--- config.mk ---
export PLATFORM = sky130hd
export DESIGN_NAME = usb_low_speed_transaction_responder
export DESIGN_NICKNAME = d
export VERILOG_FILES = /design/src/hdl/usblr_pkg.sv /design/src/hdl/usblr_engine.sv /design/src/hdl/usblr_out_buf.sv /design/src/hdl/usb_low_speed_transaction_responder.sv
export VERILOG_INCLUDE_DIRS = /design/src /design/src/hdl
export SDC_FILE = /design/constraint.sdc
export NUM_CORES = 1
export LEC_CHECK = 0
export BUFFER_PORTS_ARGS = -buffer_cell sky130_fd_sc_hd__buf_2
export CAP_MARGIN = 30
export CORE_MARGIN = 1.5
export CORE_UTILIZATION = 50
export DETAILED_ROUTE_END_ITERATION = 16
export PLACE_DENSITY_LB_ADDON = 0.3
export SLEW_MARGIN = 20
export SYNTH_ARGS = -nofsm -noshare
export SYNTH_HDL_FRONTEND = slang
export SYNTH_SLANG_ARGS = --single-unit
export TNS_END_PERCENT = 100
--- constraint.sdc ---
create_clock -name clk -period 2.9 [get_ports clk]
set_clock_uncertainty 0.2 [all_clocks]
set_input_delay 0.145 -clock clk [delete_from_list [all_inputs] [get_ports clk]]
set_output_delay 0.145 -clock clk [all_outputs]
set_load 0.02 [all_outputs]
--- src/hdl/usb_low_speed_transaction_responder_macros.svh ---
`ifndef USB_LOW_SPEED_TRANSACTION_RESPONDER_MACROS_SVH
`define USB_LOW_SPEED_TRANSACTION_RESPONDER_MACROS_SVH

// same-cycle implication, checked outside reset
`define USBLR_ASSERT_IMPL(lbl, ante, cons, msg) \
  lbl: assert property (@(posedge clk) disable iff (rst) (ante) |-> (cons)) else $error(msg);

// next-cycle implication, checked outside reset
`define USBLR_ASSERT_NEXT(lbl, ante, cons, msg) \
  lbl: assert property (@(posedge clk) disable iff (rst) (ante) |=> (cons)) else $error(msg);

`endif

--- src/hdl/usblr_pkg.sv ---
`timescale 1ns / 1ps

package usblr_pkg;

  localparam int RX_CAPACITY = 14;
  localparam int ADDR_W      = 7;
  localparam int LEN_W       = 4;
  localparam int USED_W      = 5;

  typedef enum logic [2:0] {
    ACT_PACKET    = 3'd0,
    ACT_ARM       = 3'd1,
    ACT_FREE      = 3'd2,
    ACT_SET_ADDR  = 3'd3,
    ACT_BUS_RESET = 3'd4
  } action_t;

  typedef enum logic [2:0] {
    PID_SETUP = 3'd0,
    PID_OUT   = 3'd1,
    PID_IN    = 3'd2,
    PID_DATA0 = 3'd3,
    PID_DATA1 = 3'd4
  } pid_t;

  typedef enum logic [1:0] {
    STAGE_NONE  = 2'd0,
    STAGE_SETUP = 2'd1,
    STAGE_OUT   = 2'd2
  } stage_t;

  localparam logic [1:0] HS_NONE = 2'd0;
  localparam logic [1:0] HS_ACK  = 2'd1;
  localparam logic [1:0] HS_NAK  = 2'd2;
  localparam logic [1:0] HS_SEND = 2'd3;

  typedef struct packed {
    logic [2:0]        action;
    logic [2:0]        pid_kind;
    logic [7:0]        address_byte;
    logic [3:0]        rx_remaining;
    logic              endpoint;
    logic [ADDR_W-1:0] new_address;
  } req_t;

  typedef struct packed {
    logic [1:0]        handshake;
    logic              tx_endpoint;
    logic              rx_accepted;
    logic              rx_endpoint;
    logic [LEN_W-1:0]  payload_len;
    logic              rx_is_setup;
    logic [ADDR_W-1:0] current_address;
  } res_t;

endpackage

--- src/hdl/usblr_engine.sv ---
`timescale 1ns / 1ps

module usblr_engine (
  input  logic           clk,
  input  logic           rst,
  input  logic           fire,
  input  usblr_pkg::req_t req,
  output usblr_pkg::res_t res
);
  import usblr_pkg::*;

  logic [ADDR_W-1:0] device_addr, device_addr_next;
  logic [ADDR_W-1:0] pending_addr, pending_addr_next;
  stage_t            token_stage, token_stage_next;
  logic              active_endpoint, active_endpoint_next;
  logic [1:0]        tx_armed, tx_armed_next;
  logic [1:0]        rx_full, rx_full_next;

  logic              match;
  logic              tok_ep;
  logic [USED_W-1:0] used;

  assign match  = req.address_byte[6:0] == device_addr;
  assign tok_ep = req.address_byte[7];
  // bytes used; an out-of-range remaining count counts as nothing used
  assign used   = ({1'b0, req.rx_remaining} <= USED_W'(RX_CAPACITY))
                  ? (USED_W'(RX_CAPACITY) - {1'b0, req.rx_remaining}) : '0;

  always_comb begin
    device_addr_next     = device_addr;
    pending_addr_next    = pending_addr;
    token_stage_next     = token_stage;
    active_endpoint_next = active_endpoint;
    tx_armed_next        = tx_armed;
    rx_full_next         = rx_full;
    res                  = '0;
    unique case (action_t'(req.action))
      ACT_PACKET: begin
        unique case (pid_t'(req.pid_kind))
          PID_SETUP: begin
            if (match) begin
              token_stage_next     = STAGE_SETUP;
              active_endpoint_next = 1'b0;
            end else begin
              token_stage_next = STAGE_NONE;
            end
          end
          PID_OUT: begin
            if (match) begin
              token_stage_next     = STAGE_OUT;
              active_endpoint_next = tok_ep;
            end else begin
              token_stage_next = STAGE_NONE;
            end
          end
          PID_IN: begin
            if (match) begin
              active_endpoint_next = tok_ep;
              if (tx_armed[tok_ep]) begin
                res.handshake         = HS_SEND;
                res.tx_endpoint       = tok_ep;
                tx_armed_next[tok_ep] = 1'b0;
                // first packet sent commits the pending address
                if (pending_addr != '0) begin
                  device_addr_next  = pending_addr;
                  pending_addr_next = '0;
                end
              end else begin
                res.handshake = HS_NAK;
              end
            end
            token_stage_next = STAGE_NONE;
          end
          PID_DATA0, PID_DATA1: begin
            if (token_stage != STAGE_NONE) begin
              if (!rx_full[active_endpoint]) begin
                rx_full_next[active_endpoint] = 1'b1;
                res.handshake   = HS_ACK;
                res.rx_accepted = 1'b1;
                res.rx_endpoint = active_endpoint;
                res.rx_is_setup = token_stage == STAGE_SETUP;
                res.payload_len = (used > USED_W'(3)) ? LEN_W'(used - USED_W'(3)) : '0;
              end
              token_stage_next = STAGE_NONE;
            end
          end
          default: ;
        endcase
      end
      ACT_ARM:      tx_armed_next[req.endpoint] = 1'b1;
      ACT_FREE:     rx_full_next[req.endpoint] = 1'b0;
      ACT_SET_ADDR: pending_addr_next = req.new_address;
      ACT_BUS_RESET: begin
        device_addr_next     = '0;
        pending_addr_next    = '0;
        token_stage_next     = STAGE_NONE;
        active_endpoint_next = 1'b0;
        tx_armed_next        = '0;
        rx_full_next         = '0;
      end
      default: ;
    endcase
    res.current_address = device_addr_next;
  end

  always_ff @(posedge clk) begin
    if (rst) begin
      device_addr     <= '0;
      pending_addr    <= '0;
      token_stage     <= STAGE_NONE;
      active_endpoint <= 1'b0;
      tx_armed        <= '0;
      rx_full         <= '0;
    end else if (fire) begin
      device_addr     <= device_addr_next;
      pending_addr    <= pending_addr_next;
      token_stage     <= token_stage_next;
      active_endpoint <= active_endpoint_next;
      tx_armed        <= tx_armed_next;
      rx_full         <= rx_full_next;
    end
  end

endmodule

--- src/hdl/usblr_out_buf.sv ---
`timescale 1ns / 1ps

module usblr_out_buf (
  input  logic            clk,
  input  logic            rst,
  input  logic            push,
  input  usblr_pkg::res_t push_data,
  output logic            space,
  output logic            out_valid,
  input  logic            out_ready,
  output usblr_pkg::res_t out_data
);
  import usblr_pkg::*;

  logic skid_valid;
  res_t skid_data;
  logic load;

  // output slot can take a new entry this cycle
  assign load  = !out_valid || out_ready;
  assign space = !skid_valid;

  always_ff @(posedge clk) begin
    if (rst) begin
      out_valid  <= 1'b0;
      skid_valid <= 1'b0;
    end else if (load) begin
      out_valid  <= skid_valid || push;
      skid_valid <= 1'b0;
    end else if (push) begin
      skid_valid <= 1'b1;
    end
  end

  always_ff @(posedge clk) begin
    if (load) begin
      out_data <= skid_valid ? skid_data : push_data;
    end else if (push) begin
      skid_data <= push_data;
    end
  end

endmodule

--- src/hdl/usb_low_speed_transaction_responder.sv ---
`timescale 1ns / 1ps
// A result is registered into the output slot, or into the skid entry while
// the output slot stalls. Throughput: one request per cycle while req_ready is
// high; decision logic sits between the request port and a two-entry result
// buffer, so ready drops only when both are full. Reset (rst, synchronous):
// address zero, nothing armed, buffers free, no token in progress, result buffer empty.

`include "usb_low_speed_transaction_responder_macros.svh"

module usb_low_speed_transaction_responder (
  input  logic                           clk,
  input  logic                           rst,
  input  logic                           req_valid,
  output logic                           req_ready,
  input  logic [2:0]                     action,
  input  logic [2:0]                     pid_kind,
  input  logic [7:0]                     address_byte,
  input  logic [3:0]                     rx_remaining,
  input  logic                           endpoint,
  input  logic [usblr_pkg::ADDR_W-1:0]   new_address,
  output logic                           res_valid,
  input  logic                           res_ready,
  output logic [1:0]                     handshake,
  output logic                           tx_endpoint,
  output logic                           rx_accepted,
  output logic                           rx_endpoint,
  output logic [usblr_pkg::LEN_W-1:0]    payload_len,
  output logic                           rx_is_setup,
  output logic [usblr_pkg::ADDR_W-1:0]   current_address
);
  import usblr_pkg::*;

  req_t req;
  res_t res_comb;
  res_t res_q;
  logic fire;

  assign req = '{
    action:       action,
    pid_kind:     pid_kind,
    address_byte: address_byte,
    rx_remaining: rx_remaining,
    endpoint:     endpoint,
    new_address:  new_address
  };

  assign fire = req_valid && req_ready;

  usblr_engine u_engine (
    .clk  (clk),
    .rst  (rst),
    .fire (fire),
    .req  (req),
    .res  (res_comb)
  );

  usblr_out_buf u_out_buf (
    .clk       (clk),
    .rst       (rst),
    .push      (fire),
    .push_data (res_comb),
    .space     (req_ready),
    .out_valid (res_valid),
    .out_ready (res_ready),
    .out_data  (res_q)
  );

  assign handshake       = res_q.handshake;
  assign tx_endpoint     = res_q.tx_endpoint;
  assign rx_accepted     = res_q.rx_accepted;
  assign rx_endpoint     = res_q.rx_endpoint;
  assign payload_len     = res_q.payload_len;
  assign rx_is_setup     = res_q.rx_is_setup;
  assign current_address = res_q.current_address;

  `USBLR_ASSERT_IMPL(a_stall_needs_result, !req_ready, res_valid, "ready low with no result held")
  `USBLR_ASSERT_NEXT(a_fill_blocks, fire && res_valid && !res_ready, !req_ready, "request not held")
  `USBLR_ASSERT_IMPL(a_rx_means_ack, res_valid && rx_accepted, handshake == HS_ACK, "accepted data without ACK")
  `USBLR_ASSERT_IMPL(a_tx_ep_only_send, res_valid && handshake != HS_SEND, !tx_endpoint, "tx endpoint set without send")

endmodule

==> results.tsv <==
metric	value	unit
yosysTopAreaCell	edfxtp_1	
critical-path-top-delay-family	compound AO/OA/AOI/OAI gates	
power	1.97	mW
via_per_inst	5.53	
finalCritPeriodShare	85.9	%
grt.total_usage	21.5	%
ys_seq_area_share	52.6	%
r2r_cells	4	
synth.net_count	304	
synth_top_area_share	36.3	%
outcome	completed	
vias	2284	
clock_path_buffers	2	
cts_made_buffers	9	
fin_crit	2.49	ns
cp.required	2.91	ns
syn_area_per_cell	10.4	um2
areaGrowthSynthToFinish	24.4	%
io_pins	49	
combPwrFrac	8.7	%
grt_overflow	0	
row_count	27	
fin_ws	0.408	ns
drtIter0Drc	216	
ys_ff_latch	57	
die_w	78.1	um
dpl.hpwl	4120	um
antenna_found_initial	0	
grt_max_degree	28	
worst_slew_pin_slew	0.738	ns
dr.pass1.iters	4	
p_leak	1.37	nW
r2r_end	u_engine.token_stage[0]	
finalMaxSlewViolations	0	
grt_pass1_vias	2203	
multi_input_area	1240	um2
crit_path_top_delay_cell	a21oi_1	
power_frac_clock	46.4	%
worstPathArrival	2.50	ns
worstPathCellList	dlygate4sd3_1 -> buf_2 -> or3b_1 -> a211oi_1 -> nand4_1 -> a21oi_1 -> o32ai_1	
regToRegSetupSlack	0.67	ns
wl_per_cell	14.5	um
synthArstFlopShare	0	%
crit_path_max_fanout	8	
p_per_area	562	nW/um2
pre_cts_ws	0.473	ns
hold_class	in2reg	
synth_area	2820	um2
crit_path_start_kind	input port	
relSlewSlack	49.5	%
synth_edf_count	34	
drc	0	
crit_start	pid_kind[1]	
reg2reg_from	u_out_buf.skid_valid	
final_hold_viol_count	0	
fp.dieH	78.1	um
root_buffer	clkbuf_8	
critPathMaxStageDelay	0.55	ns
synthCells	271	
cts.sinks	57	
yosysUniqueCellTypes	49	
rsz0062_at_grt	no	
cp.buffers_inverters	2	
ff_latch_area	1480	um2
post-cts-setup-buffers	0	
p_int	1.54	mW
tns	0	ns
drv_cap	0	
clk_pin_slew	0.07	ns
core_region_area	5470	um2
peakVddDrop	0.000284	V
fillCellCount	452	
cts_tree	yes	
power_frac_seq	44.9	%
path_depth	7	
synthFlopType	edfxtp_1	
nNetsFinal	369	
drive_above_1_share	24.0	%
routabilityCongestion	0.892	
ys_top_cells_by_area	edfxtp_1 (36%), dfxtp_1 (16%), nand3_1 (3.4%)	
drt_wl_total	6010	um
switchingPower	428	uW
io_buffers	48	
clk_latency	0.34	ns
cts.repair.resized	0	
htreeDepth	3	
setup_viol	0	
crit_type	in2reg	
grt_pass1_wl	10100	um
fmax	401	MHz
synth_warnings	0	
endpoint	u_engine.device_addr[2]	
hold_buffers	12	
start_util	51.5	%
final_antenna_net_count	0	
endpoint_kind	register	
sw_frac_of_total	21.7	%
timing.hold.ws	0.0359	ns
diodes	0	
dieArea	6090	um2
-- state kept, by name (all words and copies together), names as in the netlist, 2 cells and up --
name,cells
u_engine.device_addr,7
u_engine.pending_addr,7
u_engine.rx_full,2
u_engine.token_stage,2
u_engine.tx_armed,2
u_out_buf.out_data,17
u_out_buf.skid_data,17
-- cell usage in the layout, fill, tap and decap left out, types with 3 or more instances in the layout --
| cell type | Yosys | routed |
|---|---|---|
| buf_2 | 0 | 48 |
| edfxtp_1 | 34 | 34 |
| dfxtp_1 | 23 | 23 |
| nand2_1 | 21 | 21 |
| nor2_1 | 20 | 20 |
| nand3_1 | 19 | 19 |
| inv_1 | 14 | 14 |
| dlygate4sd3_1 | 0 | 12 |
| a21oi_1 | 11 | 11 |
| clkbuf_8 | 0 | 10 |
| a31oi_1 | 9 | 9 |
| xnor2_1 | 8 | 8 |
| mux2_2 | 8 | 8 |
| nand2b_1 | 7 | 7 |
| a22o_1 | 7 | 7 |
| o32ai_1 | 7 | 7 |
| nor3_1 | 6 | 6 |
| o21ai_0 | 6 | 6 |
| and2_1 | 6 | 6 |
| o31ai_1 | 6 | 6 |
| nand4_1 | 4 | 4 |
| nand3b_1 | 4 | 4 |
| buf_4 | 0 | 4 |
| nand4b_1 | 3 | 3 |
| nor2b_1 | 3 | 3 |
| ha_1 | 3 | 3 |
| bufinv_16 | 0 | 3 |
-- layer usage --
metal | track usage, % | share of wire (%) | wire, um
met5 | 0 | 0 | 0
met3 | 4.77 | 5.3 | 319
met2 | 31.7 | 44 | 2670
met1 | 30.3 | 49 | 2950
met4 | 9.82 | 1.1 | 67
-- power groups by stage --
| stage | sequential, mW | combinational (mW) | clock, mW |
|---|---|---|---|
| after detailed placement | 0.901 | 0.157 | 0 |
| final | 0.883 | 0.172 | 0.912 |
| after global routing | 0.885 | 0.189 | 0.957 |
| after global placement | 0.900 | 0.155 | 0 |
| after floorplan | 0.920 | 0.0792 | 0 |
| after CTS | 0.883 | 0.170 | 0.925 |
-- synthesized netlist by cell type (all sizes together), types with 2 or more instances --
cell / instances
a211oi: 2
a21oi: 11
a22o: 7
a31oi: 9
and2: 6
clkbuf: 10
dfxtp: 23
edfxtp: 34
ha: 3
inv: 14
mux2: 8
mux2i: 2
nand2: 21
nand2b: 7
nand3: 19
nand3b: 4
nand4: 4
nand4b: 3
nor2: 20
nor2b: 3
nor3: 8
o21a: 2
o21ai: 7
o311a: 2
o31ai: 6
o32ai: 7
or2: 2
or3b: 2
or4b: 2
xnor2: 8
xor2: 2
-- kinds of logic (layout without fill, tap and decap cells) --
logic type	Yosys count	after routing	share of synthesized area (%)
simple gates	107	107	20.5
mux	10	10	3.91
compound gates	59	59	15.2
buf+inv	25	95	3.33
flops	57	57	52.6
fa+ha+maj	3	3	1.33
xor+xnor	10	10	3.11
-- area by class of cell --
class,instances,share of cell area [%]
clock buffers,11,4.04
clock inverters,5,2.93
inverters,15,1.61
multi-input cells,189,35.4
flip-flops and latches,57,42.3
well taps,72,2.57
repair buffers,64,11.1
-- worst min path at each step --
stage                        start                       end  slack, ns  depth (start not counted)
floorplan           new_address[6]  u_engine.pending_addr[6]       0.08                          1
global placement    new_address[1]  u_engine.pending_addr[1]       0.16                          2
detailed placement  new_address[0]  u_engine.pending_addr[0]       0.17                          2
CTS                      action[0]       u_engine.rx_full[1]       0.02                          3
global route             action[0]       u_engine.rx_full[1]       0.05                          3
finish                   action[0]       u_engine.rx_full[1]       0.04                          3
-- worst register-to-register path: stages, from the launching register on --
cell	delay, ns
dfxtp_1	0.39
nor2b_1	0.33
o311ai_0	0.30
or4b_2	0.70
o31ai_1	0.24
-- stage by stage --
step | utilization, % | cell area (um2) | cells
6_report | 64.0 | 3500 | 413
5_1_grt | 64.0 | 3500 | 413
4_1_cts | 64.0 | 3500 | 413
3_5_place_dp | 57.4 | 3140 | 385
3_3_place_gp | 57.4 | 3140 | 385
2_1_floorplan | - | 2820 | 271
Power figures use the tool's default switching activity.
